[src/rtl/assert_macros.svh]
// ----------------------------------------------------------------------------
// assertion macros
// shared concurrent assertion forms for the rtl files
// ----------------------------------------------------------------------------
`ifndef ASSERT_MACROS_SVH
`define ASSERT_MACROS_SVH

// implication checked at every rising edge, off while reset is high
`define ASSERT_IMPL(label, clk, rst, lhs, rhs, msg) \
   label: assert property (@(posedge clk) disable iff (rst) (lhs) |-> (rhs)) \
      else $error(msg);

// next-cycle implication, off while reset is high
`define ASSERT_NEXT(label, clk, rst, lhs, rhs, msg) \
   label: assert property (@(posedge clk) disable iff (rst) (lhs) |=> (rhs)) \
      else $error(msg);

`endif

[src/rtl/lmpc_pkg.sv]
// ----------------------------------------------------------------------------
// lmpc_pkg
// shared types and constants of the led mode pattern controller
// ----------------------------------------------------------------------------
`default_nettype none

package lmpc_pkg;

   localparam int unsigned CsrAddrWidth = 4;

   localparam logic [7:0]  DebounceTicksReset = 8'd30;
   localparam logic [15:0] BlinkPeriodReset   = 16'd500;
   localparam logic [15:0] FadePeriodReset    = 16'd10;
   localparam logic [7:0]  FadeIncrementReset = 8'd5;

   localparam logic [7:0]  DutyFull   = 8'd255;
   localparam logic [7:0]  QuietMax   = 8'd255;
   localparam logic [15:0] ElapsedMax = 16'hFFFF;

   // register index, taken from paddr[3:2]
   typedef enum logic [1:0] {
      REG_DEBOUNCE_TICKS = 2'd0,
      REG_BLINK_PERIOD   = 2'd1,
      REG_FADE_PERIOD    = 2'd2,
      REG_FADE_INCREMENT = 2'd3
   } reg_index_type;

   typedef enum logic [1:0] {
      MODE_OFF    = 2'd0,
      MODE_ON     = 2'd1,
      MODE_BLINK  = 2'd2,
      MODE_FADE   = 2'd3
   } mode_type;

   typedef struct packed {
      logic [7:0]  debounce_ticks;
      logic [15:0] blink_period;
      logic [15:0] fade_period;
      logic [7:0]  fade_increment;
   } cfg_type;

   typedef struct packed {
      logic cycle_press;
      logic clear_press;
   } press_type;

   typedef struct packed {
      logic [1:0] current_mode;
      logic [7:0] red_duty;
      logic [7:0] green_duty;
      logic [7:0] yellow_duty;
   } result_type;

endpackage

`default_nettype wire

[src/rtl/led_mode_pattern_controller.sv]
// ----------------------------------------------------------------------------
// led_mode_pattern_controller
// two-button led mode controller with debounce, blink and fade patterns
// ----------------------------------------------------------------------------
// Each req item is one millisecond tick with the raw active-low levels of
// the cycle and clear buttons; each tick yields exactly one rsp item with
// the yellow, green and red duties and the current mode. The block takes
// one item per clock cycle while rsp keeps up: an item is held in the
// input register, the debouncers and the pattern logic update their
// state in a single pass, and the result lands in the rsp output register,
// from which it is offered on rsp. With rsp always ready the block takes
// and returns one item every cycle; while rsp holds off, at most two items
// sit in the block (one in each register) before req_tready drops.
// Configuration registers sit on the csr port at byte addresses 0, 4, 8
// and 12 (debounce ticks, blink period, fade period, fade increment) and
// are meant to be written while no item is in flight. No clearing pass
// follows reset.
// ----------------------------------------------------------------------------
`default_nettype none

`include "assert_macros.svh"

module led_mode_pattern_controller
   import lmpc_pkg::*;
(
   input  wire logic                    clock,
   input  wire logic                    reset,
   // req channel
   input  wire logic                    req_tvalid,
   output logic                         req_tready,
   input  wire logic [7:0]              req_tdata,   // [0] cycle_button, [1] clear_button
   // rsp channel
   output logic                         rsp_tvalid,
   input  wire logic                    rsp_tready,
   output logic [31:0]                  rsp_tdata,   // [7:0] yellow_duty, [15:8] green_duty,
                                                     // [23:16] red_duty, [25:24] current_mode
   // csr port
   input  wire logic                    csr_psel,
   input  wire logic                    csr_penable,
   input  wire logic                    csr_pwrite,
   input  wire logic [CsrAddrWidth-1:0] csr_paddr,
   input  wire logic [31:0]             csr_pwdata,
   output logic [31:0]                  csr_prdata,
   output logic                         csr_pready
);

   // configuration registers
   cfg_type       cfg_ff, cfg_in;
   reg_index_type csr_index;
   logic          csr_write;

   // input register
   logic       in_valid_ff, in_valid_in;
   logic [1:0] in_raw_ff, in_raw_in;

   // result register
   logic       out_valid_ff, out_valid_in;
   result_type out_data_ff, out_data_in;

   logic       advance;
   press_type  press;

   // ---------------- csr ----------------
   assign csr_pready = 1'b1;
   assign csr_index  = reg_index_type'(csr_paddr[3:2]);
   assign csr_write  = csr_psel && csr_penable && csr_pwrite && csr_pready;

   always_comb begin
      cfg_in = cfg_ff;
      if (csr_write) begin
         unique case (csr_index)
            REG_DEBOUNCE_TICKS: cfg_in.debounce_ticks = csr_pwdata[7:0];
            REG_BLINK_PERIOD:   cfg_in.blink_period   = csr_pwdata[15:0];
            REG_FADE_PERIOD:    cfg_in.fade_period    = csr_pwdata[15:0];
            REG_FADE_INCREMENT: cfg_in.fade_increment = csr_pwdata[7:0];
            default:            cfg_in = cfg_ff;
         endcase
      end
   end

   // register readback
   always_comb begin
      unique case (csr_index)
         REG_DEBOUNCE_TICKS: csr_prdata = {24'd0, cfg_ff.debounce_ticks};
         REG_BLINK_PERIOD:   csr_prdata = {16'd0, cfg_ff.blink_period};
         REG_FADE_PERIOD:    csr_prdata = {16'd0, cfg_ff.fade_period};
         REG_FADE_INCREMENT: csr_prdata = {24'd0, cfg_ff.fade_increment};
         default:            csr_prdata = 32'd0;
      endcase
   end

   always_ff @(posedge clock) begin
      if (reset) begin
         cfg_ff.debounce_ticks <= DebounceTicksReset;
         cfg_ff.blink_period   <= BlinkPeriodReset;
         cfg_ff.fade_period    <= FadePeriodReset;
         cfg_ff.fade_increment <= FadeIncrementReset;
      end else begin
         cfg_ff <= cfg_in;
      end
   end

   // ---------------- flow control ----------------
   // the stored tick is processed once the result register is free or draining
   assign advance    = in_valid_ff && (!out_valid_ff || rsp_tready);
   assign req_tready = !in_valid_ff || advance;

   always_comb begin
      in_valid_in = in_valid_ff;
      in_raw_in   = in_raw_ff;
      if (advance) begin
         in_valid_in = 1'b0;
      end
      if (req_tvalid && req_tready) begin
         in_valid_in = 1'b1;
         in_raw_in   = req_tdata[1:0];
      end
   end

   always_comb begin
      out_valid_in = out_valid_ff;
      if (out_valid_ff && rsp_tready) begin
         out_valid_in = 1'b0;
      end
      if (advance) begin
         out_valid_in = 1'b1;
      end
   end

   always_ff @(posedge clock) begin
      if (reset) begin
         in_valid_ff  <= 1'b0;
         out_valid_ff <= 1'b0;
      end else begin
         in_valid_ff  <= in_valid_in;
         out_valid_ff <= out_valid_in;
      end
   end

   // payload registers carry no reset
   always_ff @(posedge clock) begin
      in_raw_ff <= in_raw_in;
      if (advance) begin
         out_data_ff <= out_data_in;
      end
   end

   // ---------------- tick processing ----------------
   // cycle button debouncer
   lmpc_debounce u_cycle_debounce (
      .clock          (clock),
      .reset          (reset),
      .enable         (advance),
      .raw            (in_raw_ff[0]),
      .debounce_ticks (cfg_ff.debounce_ticks),
      .press          (press.cycle_press)
   );

   // clear button debouncer
   lmpc_debounce u_clear_debounce (
      .clock          (clock),
      .reset          (reset),
      .enable         (advance),
      .raw            (in_raw_ff[1]),
      .debounce_ticks (cfg_ff.debounce_ticks),
      .press          (press.clear_press)
   );

   // mode, timers and duties
   lmpc_pattern u_pattern (
      .clock  (clock),
      .reset  (reset),
      .enable (advance),
      .press  (press),
      .cfg    (cfg_ff),
      .result (out_data_in)
   );

   // ---------------- rsp ----------------
   assign rsp_tvalid = out_valid_ff;
   assign rsp_tdata  = {6'd0, out_data_ff.current_mode, out_data_ff.red_duty,
                        out_data_ff.green_duty, out_data_ff.yellow_duty};

   // ---------------- assertions ----------------
   `ASSERT_IMPL(a_ready_only_stalls_when_full, clock, reset, !req_tready,
      in_valid_ff && out_valid_ff && !rsp_tready, "req stalled without a full pipeline")
   `ASSERT_NEXT(a_advance_fills_result, clock, reset, advance, rsp_tvalid,
      "processed tick left no result")
   `ASSERT_NEXT(a_csr_debounce_write, clock, reset,
      csr_write && (csr_index == REG_DEBOUNCE_TICKS),
      cfg_ff.debounce_ticks == $past(csr_pwdata[7:0]), "debounce ticks write lost")

endmodule

`default_nettype wire

[src/rtl/lmpc_debounce.sv]
// ----------------------------------------------------------------------------
// lmpc_debounce
// quiet-time debouncer for one active-low button, flags a debounced press
// ----------------------------------------------------------------------------
`default_nettype none

module lmpc_debounce
   import lmpc_pkg::*;
(
   input  wire logic       clock,
   input  wire logic       reset,
   input  wire logic       enable,
   input  wire logic       raw,
   input  wire logic [7:0] debounce_ticks,
   output logic            press
);

   logic       last_raw_ff, last_raw_in;
   logic       stable_ff, stable_in;
   logic [7:0] quiet_ff, quiet_in;
   logic       accept;

   always_comb begin
      last_raw_in = raw;
      if (raw != last_raw_ff) begin
         quiet_in = 8'd0;
      end else if (quiet_ff != QuietMax) begin
         quiet_in = quiet_ff + 8'd1;
      end else begin
         quiet_in = quiet_ff;
      end
      accept    = (quiet_in >= debounce_ticks) && (stable_ff != raw);
      stable_in = accept ? raw : stable_ff;
      press     = accept && stable_ff && !raw;
   end

   always_ff @(posedge clock) begin
      if (reset) begin
         last_raw_ff <= 1'b1;
         stable_ff   <= 1'b1;
         quiet_ff    <= 8'd0;
      end else if (enable) begin
         last_raw_ff <= last_raw_in;
         stable_ff   <= stable_in;
         quiet_ff    <= quiet_in;
      end
   end

endmodule

`default_nettype wire

[src/rtl/lmpc_pattern.sv]
// ----------------------------------------------------------------------------
// lmpc_pattern
// mode register, blink and fade timers, duty generation
// ----------------------------------------------------------------------------
`default_nettype none

module lmpc_pattern
   import lmpc_pkg::*;
(
   input  wire logic       clock,
   input  wire logic       reset,
   input  wire logic       enable,
   input  wire press_type  press,
   input  wire cfg_type    cfg,
   output result_type      result
);

   mode_type    mode_ff, mode_in;
   logic        phase_ff, phase_in;
   logic [15:0] blink_el_ff, blink_el_in;
   logic [7:0]  level_ff, level_in;
   logic        rising_ff, rising_in;
   logic [15:0] fade_el_ff, fade_el_in;
   logic [7:0]  duty_ff [3];
   logic [7:0]  duty_in [3];

   always_comb begin
      logic signed [9:0] lvl;
      lvl = 10'sd0;
      blink_el_in = (blink_el_ff != ElapsedMax) ? blink_el_ff + 16'd1 : blink_el_ff;
      fade_el_in  = (fade_el_ff != ElapsedMax) ? fade_el_ff + 16'd1 : fade_el_ff;
      mode_in     = mode_ff;
      phase_in    = phase_ff;
      level_in    = level_ff;
      rising_in   = rising_ff;
      duty_in     = duty_ff;

      // restart on any press, clear press taken last so it wins
      if (press.cycle_press) begin
         mode_in = mode_type'(mode_ff + 2'd1);
      end
      if (press.clear_press) begin
         mode_in = MODE_OFF;
      end
      if (press.cycle_press || press.clear_press) begin
         phase_in    = 1'b0;
         blink_el_in = 16'd0;
         fade_el_in  = 16'd0;
         level_in    = 8'd0;
         rising_in   = 1'b1;
      end

      unique case (mode_in)
         MODE_OFF: begin
            duty_in = '{8'd0, 8'd0, 8'd0};
         end
         MODE_ON: begin
            duty_in = '{DutyFull, DutyFull, DutyFull};
         end
         MODE_BLINK: begin
            if (blink_el_in >= cfg.blink_period) begin
               phase_in    = !phase_in;
               blink_el_in = 16'd0;
            end
            if (phase_in) duty_in = '{DutyFull, 8'd0, DutyFull};
            else          duty_in = '{8'd0, DutyFull, 8'd0};
         end
         MODE_FADE: begin
            if (fade_el_in >= cfg.fade_period) begin
               if (rising_in) begin
                  lvl = $signed({2'b00, level_in}) + $signed({2'b00, cfg.fade_increment});
               end else begin
                  lvl = $signed({2'b00, level_in}) - $signed({2'b00, cfg.fade_increment});
               end
               if (lvl >= 10'sd255) begin
                  level_in  = DutyFull;
                  rising_in = 1'b0;
               end else if (lvl <= 10'sd0) begin
                  level_in  = 8'd0;
                  rising_in = 1'b1;
               end else begin
                  level_in = lvl[7:0];
               end
               duty_in    = '{level_in, level_in, level_in};
               fade_el_in = 16'd0;
            end
         end
         default: begin
            duty_in = duty_ff;
         end
      endcase

      result.yellow_duty  = duty_in[0];
      result.green_duty   = duty_in[1];
      result.red_duty     = duty_in[2];
      result.current_mode = mode_in;
   end

   always_ff @(posedge clock) begin
      if (reset) begin
         mode_ff     <= MODE_OFF;
         phase_ff    <= 1'b0;
         blink_el_ff <= 16'd0;
         level_ff    <= 8'd0;
         rising_ff   <= 1'b1;
         fade_el_ff  <= 16'd0;
         duty_ff     <= '{8'd0, 8'd0, 8'd0};
      end else if (enable) begin
         mode_ff     <= mode_in;
         phase_ff    <= phase_in;
         blink_el_ff <= blink_el_in;
         level_ff    <= level_in;
         rising_ff   <= rising_in;
         fade_el_ff  <= fade_el_in;
         duty_ff     <= duty_in;
      end
   end

endmodule

`default_nettype wire

[config.mk]
export PLATFORM = sky130hd
export DESIGN_NAME = led_mode_pattern_controller
export DESIGN_NICKNAME = d
export VERILOG_FILES = /design/src/rtl/lmpc_pkg.sv /design/src/rtl/led_mode_pattern_controller.sv /design/src/rtl/lmpc_debounce.sv /design/src/rtl/lmpc_pattern.sv
export VERILOG_INCLUDE_DIRS = /design/src /design/src/rtl
export SDC_FILE = /design/constraint.sdc
export NUM_CORES = 1
export LEC_CHECK = 0
export ABC_AREA = 1
export ABC_CLOCK_PERIOD_IN_PS = 6200
export BUFFER_PORTS_ARGS = -buffer_cell sky130_fd_sc_hd__buf_2
export CAP_MARGIN = 10
export CORE_MARGIN = 5
export CORE_UTILIZATION = 45
export DETAILED_ROUTE_END_ITERATION = 6
export GPL_ROUTABILITY_DRIVEN = 0
export RECOVER_POWER = 100
export SLEW_MARGIN = 20
export SYNTH_ARGS = -nofsm -noshare
export SYNTH_HDL_FRONTEND = slang
export SYNTH_SLANG_ARGS = --single-unit
[constraint.sdc]
create_clock -name clock -period 6.2 [get_ports clock]
set_input_delay 1.24 -clock clock [delete_from_list [all_inputs] [get_ports clock]]
set_output_delay 1.24 -clock clock [all_outputs]
set_load 0.02 [all_outputs]
# After elaboration in Yosys (flattened, before gate mapping)
# Cells that the tools add are included.
# word_totals
input_bits,51
wordCells,121
out_inout_bits,67
register_bits,166
# classes
n_eq_ne,14
reduce_logical,29
order_cmp,6
muxes,39
add_sub_neg,7
# op_table
op,count
two-way mux 16 bit,8
case mux 32 bit (4 select lines),1
case mux 24 bit (4 select lines),1
two-way mux 8 bit,9
two-way mux 24 bit,2
adder 16 x 1 -> 16 bit (second input constant),2
greater-or-equal comparator 16 bit,2
inequality test 16 bit (second input constant),2
two-way mux 10 bit,3
adder 8 x 1 -> 8 bit (second input constant),2
greater-or-equal comparator 8 bit,2
inequality test 8 bit (second input constant),2
two-way mux 1 bit,13
AND reduction 2 bit,6
logical AND 1 bit,11
greater-or-equal comparator 10 x 9 -> 1 bit (second input constant),1
less-or-equal comparator 10 x 1 -> 1 bit (second input constant),1
adder 8 x 8 -> 9 bit,1
subtractor 8 x 8 -> 9 bit,1
equality test 2 bit (second input constant),4
logical NOT 1 bit,5
equality test 2 x 1 -> 1 bit (second input constant),2
logical NOT 2 bit,2
two-way mux 2 bit,2
4 further kinds,10

# Depth between registers and ports, before layout
# Gate-level depths: netlist (run 1).
# logic_depth
depth_word,18
mapped_depth,44
depth_no_buf,43

# Modules after synthesis
# Synthesis (run 1) repeated with hierarchy kept, for this count alone.
# unflattened
cells_unflattened,1651
area_unflattened_um2,10856.7
# by_module_without_submodules
mod,cells_per_inst,seq_area_each_um2,n_inst,area_each_um2
lmpc_pattern,978,1361.3,1,5781.8
led_mode_pattern_controller,411,1841.8,1,3358.2
lmpc_debounce,131,200.2,2,858.3

# Worst setup path before layout (run 1)
# Ideal clock, no wire load.
# synth_path
kind,register to register
startpoint,register u_clear_debounce.quiet_ff[0]
endpoint,"register out_data_ff (netlist bit rsp_tdata[18]), data pin"
arrival_ns,4.987
setup_time_ns,0.254
period_less_slack_ns,5.242
path_buffers,2
t_required_ns,5.946
path_slack_ns,0.958
path_stages_with_launch,40
cell_sequence,dfxtp_1 -> ha_1 -> inv_1 -> nor3_1 -> inv_1 -> nor3_1 -> inv_1 -> nor3_1 -> inv_1 -> nand4_1 -> o21ai_0 -> a21oi_1 -> ha_1 -> nand2_1 -> o21bai_1 -> nand2_1 -> nand2_1 -> nand2_1 -> (+4 left out) -> nor2_1 -> fa_1 -> nand3_1 -> nand2_1 -> a21oi_1 -> o21ai_0 -> nand2_1 -> a21oi_1 -> o21ai_0 -> nand2_1 -> nor2_1 -> nand3_1 -> nand2_1 -> nand2_2 -> nand3_1 -> nand4_1 -> nor2_1 -> inv_1
# synth_rtl
element,line,rtl
"start, declared",lmpc_debounce.sv:20,"logic [7:0] quiet_ff, quiet_in;"
"start signal, assigned",lmpc_debounce.sv:45,quiet_ff <= quiet_in;
"end signal, assigned",led_mode_pattern_controller.sv:144,out_data_ff <= out_data_in;
"end, declared",led_mode_pattern_controller.sv:58,"result_type out_data_ff, out_data_in;"

==> impl.org, run 1 <==
** Status
- The flow ran to the end, but the final reports show violations.
- The checks that failed: max-capacitance violations, max-slew violations.

** Synthesis
- Yosys attributes the largest share of cell area to sky130_fd_sc_hd__dfxtp_1, sky130_fd_sc_hd__nand2_1, sky130_fd_sc_hd__ha_1.
- EDFF count, synth :: 28
- Number of warnings printed during yosys synthesis :: 0
- Cell type contributing the most total cell area after synthesis :: sky130_fd_sc_hd__dfxtp_1
- In the synthesized netlist the dominant register cell turns out to be sky130_fd_sc_hd__dfxtp_1.
- Seq cells post-synth :: around 170
- Share of flip-flops with an asynchronous set or reset after synthesis :: 0%
- Library cell with the highest instance count after synthesis :: sky130_fd_sc_hd__nand2_1
- Each instance of the synthesized netlist takes up on average slightly above 7 um2.
- Gate count of the mapped netlist :: about 1400
- Top cells by instance count after synthesis :: sky130_fd_sc_hd__nand2_1, sky130_fd_sc_hd__inv_1, sky130_fd_sc_hd__a21oi_1
- Post-synthesis cell area :: 10150 um2
- Synthesis instantiated 49 different standard cells from the library.
- Proportion of netlist area held by the largest area contributor :: 27.22%
- For this run, the register share of the synthesized area comes to a little over a third.

** Timing
- Slew at the pin closest to its max-slew limit :: roughly 2300 ps
- Share of the clock period used by the worst path after layout :: roughly 90%
- Based on the critical path, the design can be clocked at up to about 180 MHz.
- The number of slew-limit violations in the final report came to 76.
- The number of hold violations in the final report came to 0.
- Rel. slew slack :: -56.73%
- Crit path time final :: between 5000 and 6000 ps
- Total negative slack for setup checks :: 0 ps
- Final hold analysis gives a worst-case slack of about 470 ps.
- Endpoints failing setup :: 0
- Across the routed clock network, the largest skew measured is between 20 and 25 ps.

** Critical path
- In this run the worst path has a maximum fanout of 25.
- CP max stage delay :: roughly 400 ps
- Start point of the critical path :: u_cycle_debounce.quiet_ff[0]
- Kind of end point of the critical path :: register
- The worst setup path is launched from a register.
- Worst endpoint required time :: 6390 ps
- Counting stages on the worst path, the most repeated cell is sky130_fd_sc_hd__nand2_1.
- Critical path capture point :: rsp_tdata[2]
- In this run the critical register-to-register path is captured at rsp_tdata[2].
- WP data arrival :: around 5800 ps
- The critical path is of the register to register type.
- In this run the critical register-to-register path is launched from u_cycle_debounce.quiet_ff[0].
- Measured in cells, the most critical reg-to-reg path has a length of 38.
- Standard cell with the maximum stage delay on the critical path :: sky130_fd_sc_hd__dfxtp_1
- Register-to-register path setup slack :: just under 600 ps

** Floorplanning
- The floorplan has 55 rows.
- For this configuration, the core starts out at a cell density of a little under half.
- Die area :: 25660 um2
- Die X :: approximately 160 um
- Die height :: 160.2 um
- Area of the placeable core :: 22430 um2
- Top-level port count :: 118

** Power
- The analysis attributes to cell leakage a power of approximately 5 nW.
- Post-layout total power :: 2.616 mW
- Power density over cell area :: 231.4 nW/um2
- Max IR drop VDD :: 0.0002020 V

** Clock network
- Clock tree from TritonCTS :: built
- In this run, CTS created clock tree buffers numbering 17.
- The root buffer cell chosen for the clock tree is sky130_fd_sc_hd__clkbuf_16.
- Counting along the longest clock path gives a buffer depth of 2.
- Number of clock sinks :: roughly 170
- Clock H-tree levels :: 4
- Clock-pin slew of the registers on the worst-case setup and hold paths :: 80 ps
- The later pin in the worst-skew pair is clocked with a latency of roughly 440 ps.

** GRT
- Global-route wire length before repair :: around 43 mm
- All-Layer GR Usage :: around a fifth
- Largest net degree at the start of global routing :: 85
- The via count of the first global-routing pass is ~8500.
- Total grt overflow :: 0
- Antenna violations before repair :: 0

** Final layout
- The finished layout holds 1784 standard cells, fillers aside.
- Across the whole layout, storage elements account for around 3600 um2.
- The post-route netlist has under 10% of its cells at a drive strength greater than 1.
- Number of nets in the finished design :: roughly 1600
- Count of inserted antenna diode cells :: 0
- Relative to the synthesized area, the layout overhead comes to 11.39%.
- In the final layout, the multi-input gates occupy ~5500 um2.
- Number of inserted filler cells in the final layout :: 2343
- After routing the design area is 11300 um2.

** Routing
- Once detail routing completed, the nets flagged for antenna violations numbered 0.
- Before antenna repair, the detailed router went through 5 iterations.
- Violation count after the first detailed-routing iteration :: 780
- Number of design rule violations left after detail routing :: 0
- Detailed Route WL :: 25.78 mm
- In the routed layout, each cell is associated on average with a via count of 5.235.
- Vias post-DR :: between 9000 and 10000
- Routed wire per std cell :: approximately 14 um

** Placement
- Counting tap cells, the placed design contains a total of 1751 instances.
- DP Area :: about 11000 um2
- Hpwl dp :: approximately 19 mm
- Buffers placed on the I/O ports in this run total 70.

** Run
- Max-cap violations :: 1

** Worst hold path
- Hold Crit Class :: register to register
## kinds of logic after synthesis
group	count (synthesis)	synth area share [%]
AOI/OAI and AO/OA	334	17.72
xor gates and xnor gates	20	1.800
adders and majority gates	71	8.902
buffers and inverters	280	11.49
DFF	166	35.51
other	2	0.07400
and+or+nand+nor	556	24.51
## area by class of cell
| type | count | share of cell area (%) |
|---|---|---|
| tap | 285 | 3.154 |
| sequential | 166 | 31.90 |
| clock inverter | 15 | 1.361 |
| timing repair buffer | 89 | 4.029 |
| multi-input combinational | 1004 | 48.88 |
| clock buffer | 17 | 3.763 |
| inverter | 208 | 6.918 |
## repair_timing
item	4_1_cts	5_1_grt
endpoints found under the setup margin	0	90
hold buffers	0	0
setup buffers	0	1
resized for setup	0	24
## metal layers
metal	vias to the layer above	track usage, %	wire (um)
met5	-	0	0
met4	0	4.302	293
met3	28	3.484	1338
met2	218	31.08	11300
met1	4275	29.16	12850
li1	4818	-	-
## where the power goes
group          leakage, nW  total, mW  internal (mW)  switching (mW)
combinational         3.35      0.392          0.119           0.274
sequential            1.39       1.17           1.15          0.0225
clock                0.278       1.05          0.537           0.515
total                 5.02       2.62           1.81           0.811
## cell usage in the layout, fill, tap and decap left out, drive strengths merged, types with 2 or more instances in the layout
master      n
o21a        3
dfxtp     138
xor2       12
nor3       27
clkbuf     64
buf        42
clkinvlp    3
a21oi     166
nand2     264
nand4      29
edfxtp     28
nor4        5
a31oi       8
o21ai     114
nand3      77
conb       23
o211ai     15
clkinv      7
a2111oi     2
nor2      151
inv       213
xnor2       8
o22ai      10
fa          2
ha         69
a211oi     10
## flip-flops by register name, indices dropped and copies added (netlist names), 2 cells and up
name and count:
u_cycle_debounce.quiet_ff 8, cfg_ff 48, u_pattern.mode_ff 2, u_pattern.level_ff 8, u_pattern.blink_el_ff 16, u_pattern.duty_ff 24, u_pattern.fade_el_ff 16, u_clear_debounce.quiet_ff 8
in_raw_ff 2, rsp_tdata 26
## metrics by stage
step           utilization, %  setup slack, ps
6_report                50.39            590.0
5_1_grt                 50.39           -32.82
4_1_cts                 50.33            108.0
3_5_place_dp            47.75            190.6
3_3_place_gp            47.75            170.8
2_1_floorplan               -            958.2
## worst max-delay path, delay by kind of cell, from the launching register on
kind                     cells  cell delay [ps]
XOR/XNOR                     1              150
flip-flops                   1              400
buffers and inverters        9             1070
adder cells (fa/ha/maj)      3              810
AND/OR/NAND/NOR             18             1830
AO/OA/AOI/OAI                7             1080
## worst min-delay path by stage
stage,startpoint,endpoint,slack [ps],cells after the start
after floorplan,u_clear_debounce.stable_ff,u_clear_debounce.stable_ff,440,2
after global placement,u_clear_debounce.stable_ff,u_clear_debounce.stable_ff,450,2
after detailed placement,u_clear_debounce.stable_ff,u_clear_debounce.stable_ff,460,2
after CTS,u_clear_debounce.stable_ff,u_clear_debounce.stable_ff,470,2
after global routing,u_pattern.blink_el_ff[12],u_pattern.blink_el_ff[12],480,2
final,u_pattern.blink_el_ff[12],u_pattern.blink_el_ff[12],470,2
Power figures use the tool's default switching activity.
==> run 2: changes to the inputs <==
- SYNTH_HIERARCHICAL: not set -> 1
==> impl.org, run 2 <==
** Timing
- Slew at the pin closest to its max-slew limit :: 3065 ps (was 2338 ps)
- Total negative slack for setup checks :: 0 ps (unchanged)
- Rel. slew slack :: -104.3% (was -56.73%)
- The minimum period implied by the final worst setup slack is 5687 ps (was 5610 ps).
- The fraction of the cycle the final worst path needs was 91.73% (was 90.48%).
- The worst hold slack after final layout came to 471.1 ps (was 467.8 ps).
- Count of endpoints failing hold in the final timing report :: 0 (unchanged)
- Unrepaired setup endpoints after global routing :: no
- Endpoints failing setup :: 0 (unchanged)
- The largest clock skew in the final design is 12.45 ps (was 22.25 ps).
- The number of slew-limit violations in the final report is 136 (was 76).
- The maximum achievable frequency was 175.8 MHz (was 178.3 MHz).

** Routing
- The first-iteration detailed-routing DRC count came to 697 (was 780).
- The number of iterations in the first detailed-routing pass was 6 (was 5).
- Routed wire per std cell :: 14.00 um (was 14.45 um)
- Antenna violation net count after detailed routing :: 0 (unchanged)
- The detail-routed via count per cell came to 5.084 (was 5.235).
- The total wirelength of the detailed-routed design came to 28.40 mm (was 25.78 mm).
- The number of remaining DRC errors is 0 (unchanged).
- Vias post-DR :: 10315 (was 9339)

** Power
- The total power density per cell area was 230.5 nW/um2 (was 231.4 nW/um2).
- The maximum vdd drop came to 0.0001471 V (was 0.0002020 V).
- Leak pwr :: 5.722 nW (was 5.024 nW)

** Status
- Violated checks: max-capacitance violations, max-slew violations (unchanged).
- Outcome :: complete, but fails checks (unchanged)

** Critical path
- Worst endpoint required time :: 6510 ps (was 6390 ps)
- The depth of the worst register-to-register path is 33 (was 38).
- Maximum fanout encountered on the critical timing path :: 21 (was 25)
- Kind of start point of the critical path :: register (unchanged)
- CP most frequent cell :: sky130_fd_sc_hd__nand2_1 (unchanged)
- The number of logic stages on the critical path including buffering came to 33 (was 38).
- Kind of end point of the critical path :: register (unchanged)
- The critical path buffer and inverter count was 5 (was 9).
- Start point of the critical path :: u_clear_debounce/quiet_ff[0] (was u_cycle_debounce.quiet_ff[0])
- The cell with the biggest individual delay on the critical path is sky130_fd_sc_hd__a211oi_1 (was sky130_fd_sc_hd__dfxtp_1).
- Worst R2R End :: u_pattern/fade_el_ff[0] (was rsp_tdata[2])
- The largest incremental delay on the critical path is 460 ps (was 400 ps).
- The destination of the critical timing path was u_pattern/fade_el_ff[0] (was rsp_tdata[2]).
- Critical register-to-register path startpoint :: u_clear_debounce/quiet_ff[0] (was u_cycle_debounce.quiet_ff[0])
- The critical path start-end classification was register to register (unchanged).
- The signal arrival time at the worst endpoint came to 6000 ps (was 5800 ps).
- Cell type group with the largest total delay on the critical path :: simple AND/OR/NAND/NOR gates (unchanged)
- The worst-case register-to-register setup slack came to 510 ps (was 590 ps).

** Floorplanning
- The total I/O pin count is 118 (unchanged).
- The starting utilization of the core area was 45.98% (was 45.24%).
- Area of the placeable core :: 23610 um2 (was 22430 um2)
- The height of the die came to 165.3 um (was 160.2 um).
- The area of the die came to 27330 um2 (was 25660 um2).
- FP Rows :: 56 (was 55)
- Die X :: 165.3 um (was 160.2 um)

** Final layout
- The fraction of final layout cells sized beyond drive strength 1 was 7.135% (was 9.606%).
- Most frequent cells in the layout :: sky130_fd_sc_hd__nand2_1, sky130_fd_sc_hd__inv_1, sky130_fd_sc_hd__nand3_1, sky130_fd_sc_hd__nor2_1, sky130_fd_sc_hd__dfxtp_1 (was sky130_fd_sc_hd__nand2_1, sky130_fd_sc_hd__inv_1, sky130_fd_sc_hd__a21oi_1)
- The count of non-filler cells in the finished layout was 2029 (was 1784).
- The relative area change from synthesis to final layout was 9.104% (was 11.39%).
- Share of the core filled with cells in the final layout :: 50.16% (was 50.39%)
- The flip-flop count of the largest register, all copies and words added was 48 (unchanged).
- Number of nets in the finished design :: 1809 (was 1608)
- Largest register by flop count :: cfg_ff (unchanged)
- The area of all placed cells without fillers came to 11850 um2 (was 11300 um2).
- Count of inserted antenna diode cells :: 0 (unchanged)
- The leading cell type in the layout, fill and taps excluded was sky130_fd_sc_hd__nand2_1 (unchanged).

** GRT
- The via count of the first global-routing pass was 9414 (was 8488).
- Antenna violations before repair :: 0 (unchanged)
- Total grt overflow :: 0 (unchanged)
- The largest net degree at the start of global routing came to 101 (was 85).
- The first-pass GRT wire length was 46.53 mm (was 42.74 mm).
- The total track usage came to 20.96% (was 19.99%).

** Clock network
- Buffers inserted by post-CTS timing repair :: 0 (unchanged)
- The clock-pin slew of the registers on the worst-case setup and hold paths came to 70 ps (was 80 ps).
- Number of clock sinks :: 166 (unchanged)
- The CTS root buffer is sky130_fd_sc_hd__clkbuf_16 (unchanged).
- The clock tree from TritonCTS is built (unchanged).
- The source-to-sink clock delay at the later pin of the worst-skew pair came to 430 ps (was 440 ps).
- The H-tree depth came to 4 (unchanged).
- The hold-fix buffer count after cts is 0 (unchanged).
- Maximum count of clock buffers along a single path :: 2 (unchanged)
- Clock buffer count from CTS :: 17 (unchanged)
- The post-cts gate resize count came to 0 (unchanged).

** Synthesis
- Proportion of netlist area held by the largest area contributor :: 25.45% (was 27.22%)
- Cell types with the largest area share after synthesis :: sky130_fd_sc_hd__dfxtp_1, sky130_fd_sc_hd__nand2_1, sky130_fd_sc_hd__inv_1 (was sky130_fd_sc_hd__dfxtp_1, sky130_fd_sc_hd__nand2_1, sky130_fd_sc_hd__ha_1)
- The post-synthesis area per instance is 6.576 um2 (was 7.102 um2).
- The count of synthesis-stage warnings from yosys is 6 (was 0).
- Cell type contributing the most total cell area after synthesis :: sky130_fd_sc_hd__dfxtp_1 (unchanged)
- The share of the yosys chip area belonging to registers was 33.19% (was 35.51%).
- The gate count of the mapped netlist came to 1651 (was 1429).
- Synth unique cells :: 47 (was 49)
- The most instantiated library cell after synthesis is sky130_fd_sc_hd__nand2_1 (unchanged).
- Share of flip-flops with an asynchronous set or reset after synthesis :: 0% (unchanged)
- EDFF count, synth :: 28 (unchanged)
- Top cells by instance count after synthesis :: sky130_fd_sc_hd__nand2_1, sky130_fd_sc_hd__inv_1, sky130_fd_sc_hd__nor2_1 (was sky130_fd_sc_hd__nand2_1, sky130_fd_sc_hd__inv_1, sky130_fd_sc_hd__a21oi_1)
- Post-synthesis cell area :: 10860 um2 (was 10150 um2)
- Seq cells post-synth :: 166 (unchanged)
- The leading register cell type out of synthesis was sky130_fd_sc_hd__dfxtp_1 (unchanged).

** Placement
- DP Area :: 11360 um2 (was 10710 um2)
- The cell count after placement came to 1997 (was 1751).
- Number of port buffers :: 70 (unchanged)
- Hpwl dp :: 20.13 mm (was 18.60 mm)

** Worst hold path
- Hold Crit Class :: register to register (unchanged)
- Cell depth of the worst min-delay path :: 2 (unchanged)

** Run
- The number of maximum-capacitance constraint violations is 3 (was 1).
-- run 2: changes by cell type in the layout (fill, tap and decap cells not counted), moves of 6 or more --
cell,delta
sky130_fd_sc_hd__nor2_1,+17
sky130_fd_sc_hd__nand2_1,+224
sky130_fd_sc_hd__a21oi_1,-50
sky130_fd_sc_hd__nor3_2,-6
sky130_fd_sc_hd__nand3_2,-6
sky130_fd_sc_hd__nand4_1,-6
sky130_fd_sc_hd__o22ai_1,-10
sky130_fd_sc_hd__a211oi_1,-8
sky130_fd_sc_hd__o21ai_0,-43
sky130_fd_sc_hd__nand3_1,+93
sky130_fd_sc_hd__o211ai_1,-9
sky130_fd_sc_hd__ha_1,-7
sky130_fd_sc_hd__inv_1,+36
-- run 2: final cells by class --
class	count	area, um2
clock buffers	18	429.2
clock inverters	14	188.9
fillers	2497	11770
inverters	241	904.6
multi-input cells	1187	5932
flip-flops and latches	166	3603
well taps	319	399.1
repair buffers	84	387.9
-- run 2: logic make-up (layout without fill, tap and decap cells) --
logic type	after synthesis	count (layout)	share of synthesized area (%)
other	2	23	0.06917
buffers and inverters	319	357	12.38
flip-flops	166	166	33.19
adder cells (fa/ha/maj)	61	61	7.030
XOR/XNOR	16	16	1.429
AND/OR/NAND/NOR	870	870	34.90
AO/OA/AOI/OAI	217	217	11.01
-- run 2: per-stage QoR --
step / setup WS, ps / power (mW)
finish: 513.0 / 2.731
global route: 30.00 / 2.867
floorplan: 1470 / 1.528
global placement: 640.5 / 1.626
CTS: 500.7 / 2.769
detailed placement: 605.8 / 1.631
-- run 2: how the worst min path moves through the flow --
| stage | endpoint | slack, ps | startpoint |
|---|---|---|---|
| floorplan | rsp_tvalid | 440 | in_valid_ff |
| global placement | u_pattern/level_ff[7] | 450 | u_pattern/level_ff[7] |
| detailed placement | u_pattern/fade_el_ff[15] | 460 | u_pattern/fade_el_ff[15] |
| CTS | u_pattern/phase_ff | 470 | u_pattern/phase_ff |
| global route | u_pattern/fade_el_ff[15] | 490 | u_pattern/fade_el_ff[15] |
| finish | u_pattern/phase_ff | 470 | u_pattern/phase_ff |
-- run 2: power breakdown --
group          switching [mW]  total, mW  internal, mW
Combinational           0.293      0.418         0.125
Sequential             0.0333       1.18          1.15
Clock                   0.481       1.13         0.649
-- run 2: worst register-to-register path, delay by kind of cell, from the launching register on --
family | cells | cell delay (ps)
adders and majority gates | 3 | 830
buffers and inverters | 5 | 1020
DFF | 1 | 400
AOI/OAI and AO/OA | 3 | 690
and+or+nand+nor | 22 | 2640
-- run 2: layer usage --
metal / vias to the layer above / global-route usage, % / share of wire [%]
met5: - / 0 / 0
met4: 0 / 4.799 / 1.2
met3: 22 / 2.904 / 4.7
met2: 241 / 33.15 / 45
met1: 4728 / 30.43 / 50
li1: 5324 / - / -
==> run 3: changes to the inputs <==
- CORE_MARGIN: 5 -> 2
- CTS_CLUSTER_SIZE: not set -> 40
- PLACE_DENSITY: not set -> 0.63
==> impl.org, run 3 (same netlist as run 2, synthesis figures left out) <==
** Timing
- Setup clock skew after layout :: 17.47 ps (was 12.45 ps)
- Rel. slew slack :: -40.76% (was -104.3%)
- The transition time of the tightest slew-check pin came to 2111 ps (was 3065 ps).
- Unrepaired setup endpoints after global routing: no (unchanged).
- Crit path time final :: 5595 ps (was 5687 ps)
- The count of endpoints failing setup in the final report came to 0 (unchanged).
- Share of the clock period used by the worst path after layout :: 90.25% (was 91.73%)
- Count of endpoints failing hold in the final timing report :: 0 (unchanged)
- Max Slew Vio Count :: 110 (was 136)
- Total negative slack for setup checks :: 0 ps (unchanged)
- Fmax :: 178.7 MHz (was 175.8 MHz)

** Clock network
- Clock-pin slew of the registers on the worst-case setup and hold paths :: 70 ps (about the same)
- Clock latency at the later pin of the worst-skew pair :: 440 ps (was 430 ps)
- The CTS root buffer is sky130_fd_sc_hd__clkbuf_16 (unchanged).
- The H-tree depth was 4 (unchanged).
- Clock tree from TritonCTS :: built (unchanged)
- Number of clock sinks :: 166 (unchanged)
- The number of buffers on the longest clock path was 2 (unchanged).
- Clock buffer count from CTS :: 17 (unchanged)

** Critical path
- The critical path start-end classification was register to register (unchanged).
- The critical path buffer and inverter count was 4 (was 5).
- The critical path startpoint category is a register (unchanged).
- CP most frequent cell :: sky130_fd_sc_hd__nand2_1 (unchanged)
- Cell type group with the largest total delay on the critical path :: simple AND/OR/NAND/NOR gates (unchanged)
- Worst endpoint required time :: 6550 ps (was 6510 ps)
- The worst-case register-to-register setup slack is 600 ps (was 510 ps).
- The top fanout value on the critical path was 16 (was 21).
- WP data arrival :: 5940 ps (was 6000 ps)
- CP max stage delay :: 640 ps (was 460 ps)
- Kind of end point of the critical path :: register (unchanged)
- Standard cell with the maximum stage delay on the critical path :: sky130_fd_sc_hd__clkbuf_1 (was sky130_fd_sc_hd__a211oi_1)

** GRT
- Vias in the first global route :: 9250 (was 9414)
- The total track usage is 21.43% (was 20.96%).
- The initial antenna violation count was 0 (unchanged).
- The first-pass GRT wire length was 45.08 mm (was 46.53 mm).
- Largest net degree at the start of global routing :: 101 (unchanged)
- The sum of overflow across all layers after global routing was 0 (unchanged).

** Status
- Outcome: complete, but fails checks (unchanged).
- Violated checks: max-capacitance violations, max-slew violations (unchanged).

** Routing
- Routed wire per std cell :: 13.45 um (was 14.00 um)
- Vias post-DR :: 10249 (was 10315)
- The number of iterations in the first detailed-routing pass is 7 (was 6).
- Routed vias/inst :: 5.051 (was 5.084)
- The first-iteration detailed-routing DRC count was 790 (was 697).
- The count of antenna-violating nets left after detailed routing is 0 (unchanged).
- The total wirelength of the detailed-routed design came to 27.29 mm (was 28.40 mm).
- The number of remaining DRC errors was 0 (unchanged).

** Power
- The net switching power figure came to 848.3 uW (was 807.3 uW).
- The portion of total power attributed to sequential cells is 44.3% (was 43.3%).
- Power density over cell area :: 225.3 nW/um2 (was 230.5 nW/um2)
- Leak pwr :: 5.721 nW (was 5.722 nW)
- The portion of total power attributed to the clock network is 40.1% (was 41.4%).
- Max IR drop VDD :: 0.0001910 V (was 0.0001471 V)
- Cell-internal power :: 1.821 mW (was 1.923 mW)
- Portion of total power attributed to combinational logic :: 15.6% (was 15.3%)
- Switching Share :: 31.78% (was 29.56%)

** Final layout
- Count of inserted antenna diode cells :: 0 (unchanged)
- Number of nets in the finished design :: 1809 (unchanged)
- Max reg flops :: 48 (unchanged)
- Post-Layout Cell Count :: 2029 (unchanged)
- The register ranked first by flip-flop count was cfg_ff (unchanged).
- Most frequent cells in the layout :: sky130_fd_sc_hd__nand2_1, sky130_fd_sc_hd__inv_1, sky130_fd_sc_hd__nand3_1, sky130_fd_sc_hd__nor2_1, sky130_fd_sc_hd__dfxtp_1 (unchanged)
- Commonest non-fill, non-tap cell in the layout :: sky130_fd_sc_hd__nand2_1 (unchanged)
- Area overhead of the layout relative to synthesis :: 9.139% (was 9.104%)
- Layout cell share with drive strength beyond 1 :: 7.193% (was 7.135%)

** Placement
- The half-perimeter wire length after detailed placement is 19.67 mm (was 20.13 mm).
- Number of port buffers :: 70 (unchanged)
- Placed instance count :: 1997 (unchanged)

** Floorplanning
- The placement row count came to 56 (unchanged).
- The total I/O pin count came to 118 (unchanged).
- Die area :: 25380 um2 (was 27330 um2)
- Area of the placeable core :: 23610 um2 (unchanged)
- The starting utilization of the core area was 45.98% (unchanged).
- Die X :: 159.3 um (was 165.3 um)
- Die height :: 159.3 um (was 165.3 um)

** Run
- Max-cap violations :: 3 (unchanged)

** Worst hold path
- Hold Crit Class :: register to register (unchanged)
[run 3: cell count changes in the layout (fill, tap and decap cells not counted), moves of 3 or more]
cell and change:
sky130_fd_sc_hd__clkinv_8 +5, sky130_fd_sc_hd__bufinv_16 -3, sky130_fd_sc_hd__inv_6 -3, sky130_fd_sc_hd__inv_8 +3, sky130_fd_sc_hd__o21ai_0 +3, sky130_fd_sc_hd__o21ai_1 -3
[run 3: power by group through the flow]
| stage | sequential, mW | clock [mW] | combinational [mW] |
|---|---|---|---|
| CTS | 1.18 | 1.10 | 0.425 |
| global route | 1.19 | 1.14 | 0.473 |
| finish | 1.18 | 1.07 | 0.417 |
| floorplan | 1.22 | 0 | 0.313 |
| global placement | 1.21 | 0 | 0.417 |
| detailed placement | 1.21 | 0 | 0.424 |
[run 3: area by class of cell]
cell class,count,area (um2)
fill,2429,11760
multi-input combinational,1187,5934
sequential,166,3603
inverter,241,908.4
clock buffer,17,425.4
timing repair buffer,84,399.1
tap,319,399.1
clock inverter,15,178.9
[run 3: per-stage QoR]
| stage | setup WS, ps | power [mW] | hold slack, ps | utilization, % | area (um2) |
|---|---|---|---|---|---|
| after detailed placement | 584.0 | 1.631 | 455.1 | 48.18 | 11380 |
| final | 604.7 | 2.669 | 464.4 | 50.18 | 11850 |
| after global routing | 56.00 | 2.801 | 482.8 | 50.18 | 11850 |
| after global placement | 675.2 | 1.623 | 451.9 | 48.18 | 11380 |
| after floorplan | 1470 | 1.528 | 444.8 | - | 10940 |
| after CTS | 564.0 | 2.703 | 466.2 | 50.74 | 11980 |
[run 3: what timing repair did]
item | in CTS | in global routing
setup endpoints to repair | 0 | 6
hold buffers | 0 | 0
setup buffers | 0 | 0
gates resized for setup | 0 | 2
endpoints found under the hold margin | 0 | 0
[run 3: per-layer routing]
metal	track usage, %	share of wire, %
met5	0	0
met4	6.157	1.4
met3	3.855	4.9
met2	34.09	45
met1	29.83	49
[run 3: worst register-to-register path: cells and delay by family, from the launching register on]
kind,cells,cell delay (ps)
AOI/OAI and AO/OA,4,600
adders and majority gates,3,820
buffers and inverters,4,1230
DFF,1,410
and+or+nand+nor,19,2430
[run 3: path summary, 6_finish.rpt]
check / from / endpoint / cells past startpoint
worst min-delay path: u_pattern/fade_el_ff[15] / u_pattern/fade_el_ff[15] / 2
worst max register to register: u_cycle_debounce/quiet_ff[0] / u_pattern/blink_el_ff[0] / 30
worst max-delay path: u_cycle_debounce/quiet_ff[0] / u_pattern/blink_el_ff[0] / 30
worst min register to register: u_pattern/fade_el_ff[15] / u_pattern/fade_el_ff[15] / 2
